===== src/rtl/umscd_pkg.sv =====
// Package for the serial motor and servo command decoder.
// Holds shared types, codes, constants and the angle group parser.
// No dependencies.
`default_nettype none
package umscd_pkg;

    localparam int LINE_CAPACITY_DEF = 32;
    localparam int PWM_FULL_SCALE    = 999;
    localparam int SERVO_LINE_LEN    = 13;
    localparam int ANGLE_MAX         = 180;

    // x / 255 as (x * DRIVE_RECIP) >> DRIVE_SHIFT, exact for x below 2^18
    localparam int DRIVE_SHIFT = 26;
    localparam int DRIVE_RECIP = (2**DRIVE_SHIFT + 254) / 255;
    // x / 180 as (x * SERVO_RECIP) >> SERVO_SHIFT, exact for x below 2^19
    localparam int SERVO_SHIFT = 27;
    localparam int SERVO_RECIP = (2**SERVO_SHIFT + ANGLE_MAX - 1) / ANGLE_MAX;

    localparam logic [7:0] CH_NL    = 8'h0A;
    localparam logic [7:0] CH_CR    = 8'h0D;
    localparam logic [7:0] CH_TAB   = 8'h09;
    localparam logic [7:0] CH_VT    = 8'h0B;
    localparam logic [7:0] CH_FF    = 8'h0C;
    localparam logic [7:0] CH_SPACE = 8'h20;
    localparam logic [7:0] CH_PLUS  = 8'h2B;
    localparam logic [7:0] CH_MINUS = 8'h2D;
    localparam logic [7:0] CH_ZERO  = 8'h30;
    localparam logic [7:0] CH_NINE  = 8'h39;
    localparam logic [7:0] CH_F     = 8'h46;
    localparam logic [7:0] CH_B     = 8'h42;
    localparam logic [7:0] CH_L     = 8'h4C;
    localparam logic [7:0] CH_R     = 8'h52;
    localparam logic [7:0] CH_S     = 8'h53;
    localparam logic [7:0] CH_V     = 8'h56;

    localparam logic [1:0] CFG_MOTOR_SPEED = 2'd0;
    localparam logic [1:0] CFG_PULSE_MIN   = 2'd1;
    localparam logic [1:0] CFG_PULSE_MAX   = 2'd2;

    localparam int TDATA_OUT_W = 96;

    typedef enum logic [3:0] {
        ST_TAKEN     = 4'd0,
        ST_IGNORED   = 4'd1,
        ST_FWD       = 4'd2,
        ST_BWD       = 4'd3,
        ST_LEFT      = 4'd4,
        ST_RIGHT     = 4'd5,
        ST_STOP      = 4'd6,
        ST_SERVO     = 4'd7,
        ST_ANGLE_ERR = 4'd8,
        ST_OVERFLOW  = 4'd9
    } status_t;

    typedef enum logic [3:0] {
        S_IDLE,
        S_DECODE,
        S_DRIVE1,
        S_DRIVE2,
        S_CMD,
        S_GROUP,
        S_MUL,
        S_DIV,
        S_WR,
        S_EMIT
    } state_t;

    typedef struct packed {
        logic       accept;
        logic       load_drive1;
        logic       load_drive2;
        logic       apply_cmd;
        logic       parse;
        logic       mul;
        logic       div;
        logic       wr;
        logic [1:0] idx;
        logic       set_status;
        status_t    code;
        logic       emit;
    } dp_cmd_t;

    typedef struct packed {
        logic decode_req;
        logic line_one;
        logic line_servo;
        logic angle_bad;
    } dp_stat_t;

    typedef struct packed {
        logic       neg;
        logic [9:0] mag;
    } group_val_t;

    // atoi over three characters; chars[7:0] is the first
    function automatic group_val_t parse_group(input logic [23:0] chars);
        group_val_t res;
        logic       in_digits;
        logic       done;
        logic [7:0] c;
        res       = '0;
        in_digits = 1'b0;
        done      = 1'b0;
        for (int p = 0; p < 3; p++)
        begin
            c = chars[8*p +: 8];
            if (!done)
            begin
                if (c >= CH_ZERO && c <= CH_NINE)
                begin
                    res.mag   = 10'(res.mag * 10 + 10'(c - CH_ZERO));
                    in_digits = 1'b1;
                end
                else if (in_digits)
                    done = 1'b1;
                else if (c == CH_SPACE || c == CH_TAB || c == CH_VT || c == CH_FF)
                    ;
                else if (c == CH_PLUS || c == CH_MINUS)
                begin
                    res.neg   = (c == CH_MINUS);
                    in_digits = 1'b1;
                end
                else
                    done = 1'b1;
            end
        end
        return res;
    endfunction

endpackage
`default_nettype wire


===== src/rtl/umscd_ctrl.sv =====
// Controller of the command decoder: sequences byte handling, drive and servo math.
// Depends on umscd_pkg.
`default_nettype none
module umscd_ctrl (
    input  wire logic               clk,
    input  wire logic               rst_n,
    input  wire logic               s_tvalid,
    output logic                    s_tready,
    output logic                    m_tvalid,
    input  wire logic               m_tready,
    input  wire umscd_pkg::dp_stat_t stat,
    output umscd_pkg::dp_cmd_t      cmd
);
    import umscd_pkg::*;

    state_t     state_reg, state_next;
    logic [1:0] idx_reg, idx_next;
    logic       out_valid_reg, out_valid_next;
    logic       accept;
    logic       out_free;

    assign s_tready = (state_reg == S_IDLE);
    assign accept   = s_tvalid && s_tready;
    assign m_tvalid = out_valid_reg;
    assign out_free = !out_valid_reg || m_tready;

    always_ff @(posedge clk or negedge rst_n)
    begin
        if (!rst_n)
        begin
            state_reg     <= S_IDLE;
            idx_reg       <= '0;
            out_valid_reg <= 1'b0;
        end
        else
        begin
            state_reg     <= state_next;
            idx_reg       <= idx_next;
            out_valid_reg <= out_valid_next;
        end
    end

    // next state
    always_comb
    begin
        state_next = state_reg;
        idx_next   = idx_reg;
        case (state_reg)
            S_IDLE:
            begin
                idx_next = '0;
                if (accept)
                    state_next = stat.decode_req ? S_DECODE : S_EMIT;
            end
            S_DECODE:
            begin
                if (stat.line_one)
                    state_next = S_DRIVE1;
                else if (stat.line_servo)
                    state_next = S_GROUP;
                else
                    state_next = S_EMIT;
            end
            S_DRIVE1: state_next = S_DRIVE2;
            S_DRIVE2: state_next = S_CMD;
            S_CMD:    state_next = S_EMIT;
            S_GROUP:
            begin
                if (stat.angle_bad)
                    state_next = S_EMIT;
                else
                begin
                    idx_next = idx_reg + 2'd1;
                    if (idx_reg == 2'd3)
                        state_next = S_MUL;
                end
            end
            S_MUL: state_next = S_DIV;
            S_DIV: state_next = S_WR;
            S_WR:
            begin
                idx_next   = idx_reg + 2'd1;
                state_next = (idx_reg == 2'd3) ? S_EMIT : S_MUL;
            end
            S_EMIT:
            begin
                if (out_free)
                    state_next = S_IDLE;
            end
            default: state_next = S_IDLE;
        endcase
    end

    // outputs
    always_comb
    begin
        cmd            = '0;
        cmd.code       = ST_TAKEN;
        cmd.idx        = idx_reg;
        out_valid_next = out_valid_reg && !m_tready;
        case (state_reg)
            S_IDLE:   cmd.accept = accept;
            S_DECODE:
            begin
                if (!stat.line_one && !stat.line_servo)
                begin
                    cmd.set_status = 1'b1;
                    cmd.code       = ST_IGNORED;
                end
            end
            S_DRIVE1: cmd.load_drive1 = 1'b1;
            S_DRIVE2: cmd.load_drive2 = 1'b1;
            S_CMD:    cmd.apply_cmd   = 1'b1;
            S_GROUP:
            begin
                cmd.parse = 1'b1;
                if (stat.angle_bad)
                begin
                    cmd.set_status = 1'b1;
                    cmd.code       = ST_ANGLE_ERR;
                end
            end
            S_MUL: cmd.mul = 1'b1;
            S_DIV: cmd.div = 1'b1;
            S_WR:
            begin
                cmd.wr = 1'b1;
                if (idx_reg == 2'd3)
                begin
                    cmd.set_status = 1'b1;
                    cmd.code       = ST_SERVO;
                end
            end
            S_EMIT:
            begin
                if (out_free)
                begin
                    cmd.emit       = 1'b1;
                    out_valid_next = 1'b1;
                end
            end
            default: ;
        endcase
    end

endmodule
`default_nettype wire


===== src/rtl/umscd_dp.sv =====
// Datapath of the command decoder: line capture, config, drive and servo math, output register.
// Depends on umscd_pkg.
`default_nettype none
module umscd_dp #(
    parameter int LINE_CAPACITY = umscd_pkg::LINE_CAPACITY_DEF
) (
    input  wire logic                             clk,
    input  wire logic                             rst_n,
    input  wire logic [7:0]                       rx_byte,
    input  wire logic                             cfg_we,
    input  wire logic [1:0]                       cfg_index,
    input  wire logic [10:0]                      cfg_data,
    input  wire umscd_pkg::dp_cmd_t               cmd,
    output umscd_pkg::dp_stat_t                   stat,
    output logic [umscd_pkg::TDATA_OUT_W-1:0]     out_data
);
    import umscd_pkg::*;

    localparam int LEN_W = $clog2(LINE_CAPACITY);
    localparam int TXT_N = SERVO_LINE_LEN;

    logic [LEN_W-1:0]  len_reg;
    logic [7:0]        text_reg [TXT_N];
    logic              one_reg, servo_reg_f;
    status_t           status_reg;
    logic [7:0]        speed_reg;
    logic [10:0]       pmin_reg, pmax_reg;
    logic [9:0]        motor_reg [4];
    logic [10:0]       servo_reg [4];
    logic              led_reg;
    logic [17:0]       drv_prod_reg;
    logic [9:0]        drive_reg;
    logic [7:0]        angle_reg [4];
    logic signed [19:0] prod_reg;
    logic              neg_reg;
    logic [11:0]       quo_reg;
    logic [TDATA_OUT_W-1:0] out_reg;

    logic              is_nl;
    logic [23:0]       grp_chars;
    group_val_t        grp;
    logic signed [11:0] span;
    logic [18:0]       mag;
    logic [38:0]       quo_full;
    logic [36:0]       drv_full;
    logic signed [13:0] pulse;

    assign is_nl = (rx_byte == CH_NL);

    always_comb
    begin
        case (cmd.idx)
            2'd0:    grp_chars = {text_reg[3],  text_reg[2],  text_reg[1]};
            2'd1:    grp_chars = {text_reg[6],  text_reg[5],  text_reg[4]};
            2'd2:    grp_chars = {text_reg[9],  text_reg[8],  text_reg[7]};
            default: grp_chars = {text_reg[12], text_reg[11], text_reg[10]};
        endcase
    end

    assign grp  = parse_group(grp_chars);
    assign span = $signed({1'b0, pmax_reg}) - $signed({1'b0, pmin_reg});
    assign mag  = prod_reg[19] ? 19'(-prod_reg) : prod_reg[18:0];
    assign quo_full = 39'(mag) * 39'(SERVO_RECIP);
    assign drv_full = 37'(drv_prod_reg) * 37'(DRIVE_RECIP);
    assign pulse = $signed({3'b0, pmin_reg})
                 + (neg_reg ? -$signed({2'b0, quo_reg}) : $signed({2'b0, quo_reg}));

    assign stat.decode_req = is_nl && (len_reg != '0);
    assign stat.line_one   = one_reg;
    assign stat.line_servo = servo_reg_f;
    assign stat.angle_bad  = (grp.mag > 10'(ANGLE_MAX)) || (grp.neg && grp.mag != '0);

    // control state and visible values
    always_ff @(posedge clk or negedge rst_n)
    begin
        if (!rst_n)
        begin
            len_reg      <= '0;
            status_reg   <= ST_TAKEN;
            speed_reg    <= 8'd255;
            pmin_reg     <= 11'd70;
            pmax_reg     <= 11'd420;
            motor_reg[0] <= '0;
            motor_reg[1] <= '0;
            motor_reg[2] <= '0;
            motor_reg[3] <= '0;
            servo_reg[0] <= 11'd70;
            servo_reg[1] <= 11'd128;
            servo_reg[2] <= 11'd128;
            servo_reg[3] <= 11'd70;
            led_reg      <= 1'b0;
        end
        else
        begin
            if (cfg_we)
            begin
                case (cfg_index)
                    CFG_MOTOR_SPEED: speed_reg <= cfg_data[7:0];
                    CFG_PULSE_MIN:   pmin_reg  <= cfg_data;
                    CFG_PULSE_MAX:   pmax_reg  <= cfg_data;
                    default: ;
                endcase
            end
            if (cmd.accept)
            begin
                status_reg <= ST_TAKEN;
                if (is_nl)
                    len_reg <= '0;
                else if (len_reg < LEN_W'(LINE_CAPACITY - 1))
                begin
                    if (rx_byte != CH_CR)
                        len_reg <= len_reg + 1'b1;
                end
                else
                begin
                    len_reg    <= '0;
                    status_reg <= ST_OVERFLOW;
                end
            end
            if (cmd.set_status)
                status_reg <= cmd.code;
            if (cmd.apply_cmd)
            begin
                case (text_reg[0])
                    CH_F:
                    begin
                        motor_reg[0] <= drive_reg; motor_reg[1] <= '0;
                        motor_reg[2] <= drive_reg; motor_reg[3] <= '0;
                        led_reg <= !led_reg; status_reg <= ST_FWD;
                    end
                    CH_B:
                    begin
                        motor_reg[0] <= '0; motor_reg[1] <= drive_reg;
                        motor_reg[2] <= '0; motor_reg[3] <= drive_reg;
                        led_reg <= !led_reg; status_reg <= ST_BWD;
                    end
                    CH_L:
                    begin
                        motor_reg[0] <= drive_reg; motor_reg[1] <= '0;
                        motor_reg[2] <= '0;        motor_reg[3] <= '0;
                        led_reg <= !led_reg; status_reg <= ST_LEFT;
                    end
                    CH_R:
                    begin
                        motor_reg[0] <= '0; motor_reg[1] <= '0;
                        motor_reg[2] <= drive_reg; motor_reg[3] <= '0;
                        led_reg <= !led_reg; status_reg <= ST_RIGHT;
                    end
                    CH_S:
                    begin
                        motor_reg[0] <= '0; motor_reg[1] <= '0;
                        motor_reg[2] <= '0; motor_reg[3] <= '0;
                        status_reg <= ST_STOP;
                    end
                    default: status_reg <= ST_IGNORED;
                endcase
            end
            if (cmd.wr)
                servo_reg[cmd.idx] <= (pulse < 0) ? 11'd0 : pulse[10:0];
        end
    end

    // payload: line text, decode kind, arithmetic stages, output snapshot
    always_ff @(posedge clk)
    begin
        if (cmd.accept)
        begin
            one_reg     <= (len_reg == LEN_W'(1));
            servo_reg_f <= (len_reg == LEN_W'(SERVO_LINE_LEN)) && (text_reg[0] == CH_V);
            if (!is_nl && rx_byte != CH_CR && len_reg < LEN_W'(TXT_N))
                text_reg[len_reg[3:0]] <= rx_byte;
        end
        if (cmd.load_drive1)
            drv_prod_reg <= 18'(speed_reg * 18'(PWM_FULL_SCALE));
        if (cmd.load_drive2)
            drive_reg <= drv_full[DRIVE_SHIFT +: 10];
        if (cmd.parse)
            angle_reg[cmd.idx] <= grp.mag[7:0];
        if (cmd.mul)
            prod_reg <= $signed({1'b0, angle_reg[cmd.idx]}) * span;
        if (cmd.div)
        begin
            neg_reg <= prod_reg[19];
            quo_reg <= quo_full[SERVO_SHIFT +: 12];
        end
        if (cmd.emit)
            out_reg <= {7'b0, led_reg, servo_reg[3], servo_reg[2], servo_reg[1],
                        servo_reg[0], motor_reg[3], motor_reg[2], motor_reg[1],
                        motor_reg[0], status_reg};
    end

    assign out_data = out_reg;

endmodule
`default_nettype wire


===== src/rtl/uart_motor_servo_command_decoder.sv =====
// Top level of the serial motor and servo command decoder.
// Depends on umscd_pkg, umscd_ctrl and umscd_dp.
//
//  channel   signals                      carries
//  s_        s_tvalid s_tready s_tdata    received character (rx_byte)
//  m_        m_tvalid m_tready m_tdata    status plus motor, servo and LED values
//  cfg_      cfg_we cfg_index cfg_data    motor_speed, servo_pulse_min, servo_pulse_max
//
// One item is taken at a time. An ordinary character goes straight to its result;
// a drive line adds decode, two drive steps and a command step; a servo line adds
// decode, four parse steps, then multiply, reciprocal and write for each servo.
// Reset clears the line, zeroes the motors and loads the default servo pulses.
// A stalled result holds in the output register; the next item waits behind it.
`default_nettype none
module uart_motor_servo_command_decoder #(
    parameter int LINE_CAPACITY = umscd_pkg::LINE_CAPACITY_DEF
) (
    input  wire logic                          clk,
    input  wire logic                          rst_n,
    input  wire logic                          s_tvalid,
    output logic                               s_tready,
    input  wire logic [7:0]                    s_tdata,   // [7:0] rx_byte
    output logic                               m_tvalid,
    input  wire logic                          m_tready,
    // [3:0] status, [13:4] motor_a_fwd, [23:14] motor_a_rev, [33:24] motor_b_fwd,
    // [43:34] motor_b_rev, [54:44] servo_one, [65:55] servo_two,
    // [76:66] servo_three, [87:77] servo_four, [88] led, rest zero
    output logic [umscd_pkg::TDATA_OUT_W-1:0]  m_tdata,
    input  wire logic                          cfg_we,
    input  wire logic [1:0]                    cfg_index,
    input  wire logic [10:0]                   cfg_data
);
    import umscd_pkg::*;

    dp_cmd_t  cmd;
    dp_stat_t stat;

    // sequencer: takes the item, walks the decode steps, loads the result
    umscd_ctrl u_ctrl (
        .clk      (clk),
        .rst_n    (rst_n),
        .s_tvalid (s_tvalid),
        .s_tready (s_tready),
        .m_tvalid (m_tvalid),
        .m_tready (m_tready),
        .stat     (stat),
        .cmd      (cmd)
    );

    // line capture, arithmetic and held outputs
    umscd_dp #(
        .LINE_CAPACITY (LINE_CAPACITY)
    ) u_dp (
        .clk       (clk),
        .rst_n     (rst_n),
        .rx_byte   (s_tdata),
        .cfg_we    (cfg_we),
        .cfg_index (cfg_index),
        .cfg_data  (cfg_data),
        .cmd       (cmd),
        .stat      (stat),
        .out_data  (m_tdata)
    );

endmodule
`default_nettype wire


===== config.mk =====
export PLATFORM = sky130hd
export DESIGN_NAME = uart_motor_servo_command_decoder
export DESIGN_NICKNAME = d
export VERILOG_FILES = /design/src/rtl/umscd_pkg.sv /design/src/rtl/umscd_ctrl.sv /design/src/rtl/umscd_dp.sv /design/src/rtl/uart_motor_servo_command_decoder.sv
export SDC_FILE = /design/constraint.sdc
export NUM_CORES = 1
export LEC_CHECK = 0
export BUFFER_PORTS_ARGS = -buffer_cell sky130_fd_sc_hd__buf_2
export CORE_MARGIN = 2
export CORE_UTILIZATION = 33
export DETAILED_ROUTE_END_ITERATION = 7
export PLACE_DENSITY_LB_ADDON = 0.2
export SETUP_SLACK_MARGIN = 0.1
export SYNTH_ARGS = -nofsm -noshare
export SYNTH_HDL_FRONTEND = slang
export SYNTH_SLANG_ARGS = --single-unit

===== constraint.sdc =====
create_clock -name clk -period 22.8 [get_ports clk]
set_input_delay 3.42 -clock clk [delete_from_list [all_inputs] [get_ports clk]]
set_output_delay 3.42 -clock clk [all_outputs]
set_load 0.02 [all_outputs]

==> metrics.md <==
| Metric | Value |
|---|---|
| Status | finished clean |
| Syn. warnings | 0 |
| Tcrit/Tclk final | 0.411 |
| CTS Buf Count | 48 |
| Die height | ~310 um |
| Final wirelength | around 74 mm |
| Total GRT Usage | 0.154 |
| Hold Vio Cnt, Final | 0 |
| DRC | 0 |
| RePlAce Congestion | between 0.8 and 0.9 |
| Core box area | 0.0936 mm^2 |
| Fin crit period | 9.38 ns |
| Compound-cell area share of the yosys netlist | 0.0929 |
| RSZ-0062 raised after global routing | no |
| Clk root buf | clkbuf_16 |
| Vias/cell | 4.81 |
| Relative slew slack | 0.222 |
| Slew Viols, Final | 0 |
| Hold WC Path Type | reg2reg |
| Vias in the first global route | ~21000 |
| TritonCTS clock tree | built |
| Setup repair bufs after CTS | 0 |
| Post-CTS sizing | 0 |
| Most frequent cells in the layout | 463 x inv_1, 410 x ha_1, 278 x edfxtp_1, 247 x fa_1, 167 x nand2_1 |
| Number of synthesized register bits | roughly 400 |
| Largest stage delay, worst path | 0.81 ns |
| Hold slack | approximately 0.44 ns |
| P&R area growth vs syn | 11.7% |
| Largest family of logic cells by synthesized area | adder cells |
| Maxcap violations | 0 |
| Max Fclk | around 110 MHz |
| IO Port Bufs | 116 |
| Avg Inst Size Synth | 11.1 um^2 |
| Final Setup Violations | 0 |
| Adder-cell area share of the yosys netlist | 0.323 |
| CP Class | reg2reg |
| Final Cell Area | 0.0349 mm^2 |
| Critical path data required time | 23.26 ns |
| Crit path arrival time | approximately 9.8 ns |
| Final #Nets | 3609 |
| Clock tree sinks | 399 |
| Pre-CTS WS | 13.48 ns |
| Io pins | 124 |
| Setup TNS | 0 ns |
| Vias | 20286 |
| CP Capture Type | flop |
| Filler cells | 9333 |
| Slack of the critical path | 13.42 ns |
| Async S/R FF share, synth | 0.303 |
| Max reg flops | 104 |
| Post-place instance area | 0.0332 mm^2 |
| Most common cell after layout, fill and taps aside | inv_1 |
| HPWL Detailed | a little under 60 mm |
| CP max stage cell | dfrtp_1 |
| Routed Antenna Nets | 0 |
| Clock latency on the worst-skew pair | 0.61 ns |
| Initial antenna violation count | 4 |
| Layout cells sized above 1 | 0.110 |
| Row count | 112 |
| Worst slew pin tran | 1.16 ns |
| Clock Skews | 0.0319 ns |
| Hold buffers post-CTS | 0 |
| Max H-tree Level | 2 |
| Seq/Total Area, Yosys | 0.365 |
| Top_reg_cell synth | edfxtp_1 |
| Synth Area in Simple Gates | 0.0910 |
| Xor/xnor share of the synthesized area | 0.0325 |
| Mux contribution to synthesized area | 0.0283 |
| GRT overflow | 0 |
| Startpoint Class | flop |
| First-pass GRT wire length | roughly 120 mm |
| Synth cell types | 86 |
| Drt pass-1 iters | 6 |
| Worst-path fanout max | 34 |
| Wire length per cell | 17.6 um |
| Initial core utilization | 0.334 |
| Clock transition at path regs | 0.06 ns |
| Die area | 0.0971 mm^2 |
| Synth Instances | roughly 2800 |
| DRT iter0 DRCs | 1297 |
| Crit path top cell by count | ha_1 |
| Largest net degree at the start of global routing | 63 |
| Post-Syn Area | 0.0312 mm^2 |
| CTS max path bufs | 3 |
| EDFF count, synth | 278 |
| Die Wd | 312 um |
-- Yosys cell counts, types with 5 or more instances --
master	n	share of area
a2111oi_0	6	0.0017
a211oi_1	10	0.0024
a21boi_0	15	0.0036
a21o_1	24	0.0058
a21oi_1	92	0.015
a222oi_1	20	0.0064
a22o_1	30	0.0084
a31oi_1	14	0.0028
and2_1	16	0.0032
and3_1	14	0.0028
buf_1	7	0.00084
buf_2	8	0.0013
buf_4	17	0.0041
clkbuf_1	39	0.0047
dfrtp_1	98	0.079
dfstp_2	23	0.019
edfxtp_1	278	0.27
fa_1	247	0.16
ha_1	410	0.16
inv_1	463	0.056
mux2_2	61	0.022
mux2i_1	13	0.0042
nand2_1	167	0.020
nand2b_1	27	0.0054
nand3_1	31	0.0050
nand3b_1	5	0.0012
nand4_1	5	0.0010
nor2_1	167	0.020
nor2b_1	31	0.0062
nor3_1	60	0.0096
nor3b_1	10	0.0024
nor4_1	13	0.0026
o211a_1	6	0.0019
o211ai_1	13	0.0031
o21a_1	13	0.0031
o21ai_0	102	0.016
o21bai_1	5	0.0012
o22ai_1	7	0.0014
o31a_1	5	0.0014
o31ai_1	12	0.0029
o41ai_1	5	0.0014
or2_2	8	0.0016
or3_1	23	0.0046
xnor2_1	88	0.025
xor2_1	25	0.0070
-- cells by family after synthesis --
family / Yosys count
other: 1
adder cells (fa/ha/maj): 657
flip-flops: 399
XOR/XNOR: 114
buffers and inverters: 537
AND/OR/NAND/NOR: 595
multiplexers: 77
AO/OA/AOI/OAI: 425
-- per-layer routing --
metal / vias up / track usage / part of all wire
met2: 381 / 0.246 / 0.45
li1: 9887 / - / -
met3: 65 / 0.0230 / 0.049
met1: 9953 / 0.224 / 0.49
met4: 0 / 0.0263 / 0.013
met5: - / 0 / 0
-- metrics by stage --
step,utilization,instances
2_1_floorplan,-,2811
3_3_place_gp,0.355,4130
3_5_place_dp,0.355,4130
4_1_cts,0.373,4220
5_1_grt,0.373,4220
6_report,0.373,4221
-- critical path, delay by kind of cell, from the launching register on --
family                   cells  cell delay, ns
multiplexers                 1            0.11
AO/OA/AOI/OAI               14            3.56
buffers and inverters        5            1.03
AND/OR/NAND/NOR              3            0.83
adder cells (fa/ha/maj)      9            2.77
XOR/XNOR                     1            0.10
flip-flops                   1            0.81
-- worst paths after layout --
check,depth (start not counted),slack [ns],to,from
worst max-delay path,33,13.42,u_ctrl.state_reg[3],u_ctrl.idx_reg[1]
worst min-delay path,0,0.44,u_dp.out_data[75],u_dp.servo_reg[20]
worst max register to register,33,13.42,u_ctrl.state_reg[3],u_ctrl.idx_reg[1]
worst min register to register,0,0.44,u_dp.out_data[75],u_dp.servo_reg[20]
max in group asynchronous,2,18.63,u_dp.servo_reg[36],rst_n
min in group asynchronous,1,2.80,u_dp.motor_reg[34],rst_n
-- area by class of cell --
type,instances,area (um^2),area share
Antenna cell,1,2.50,0.0000717
Clock buffer,63,1320,0.0378
Clock inverter,27,323,0.00925
Inverter,464,1740,0.0499
Multi-Input combinational cell,1875,17800,0.509
Sequential cell,399,11400,0.327
Tap cell,1254,1570,0.0450
Timing Repair Buffer,138,752,0.0216
Power is left out: the tool's default activity adds up to more than one toggle a clock period on the data nets, which glitch-free logic cannot reach.
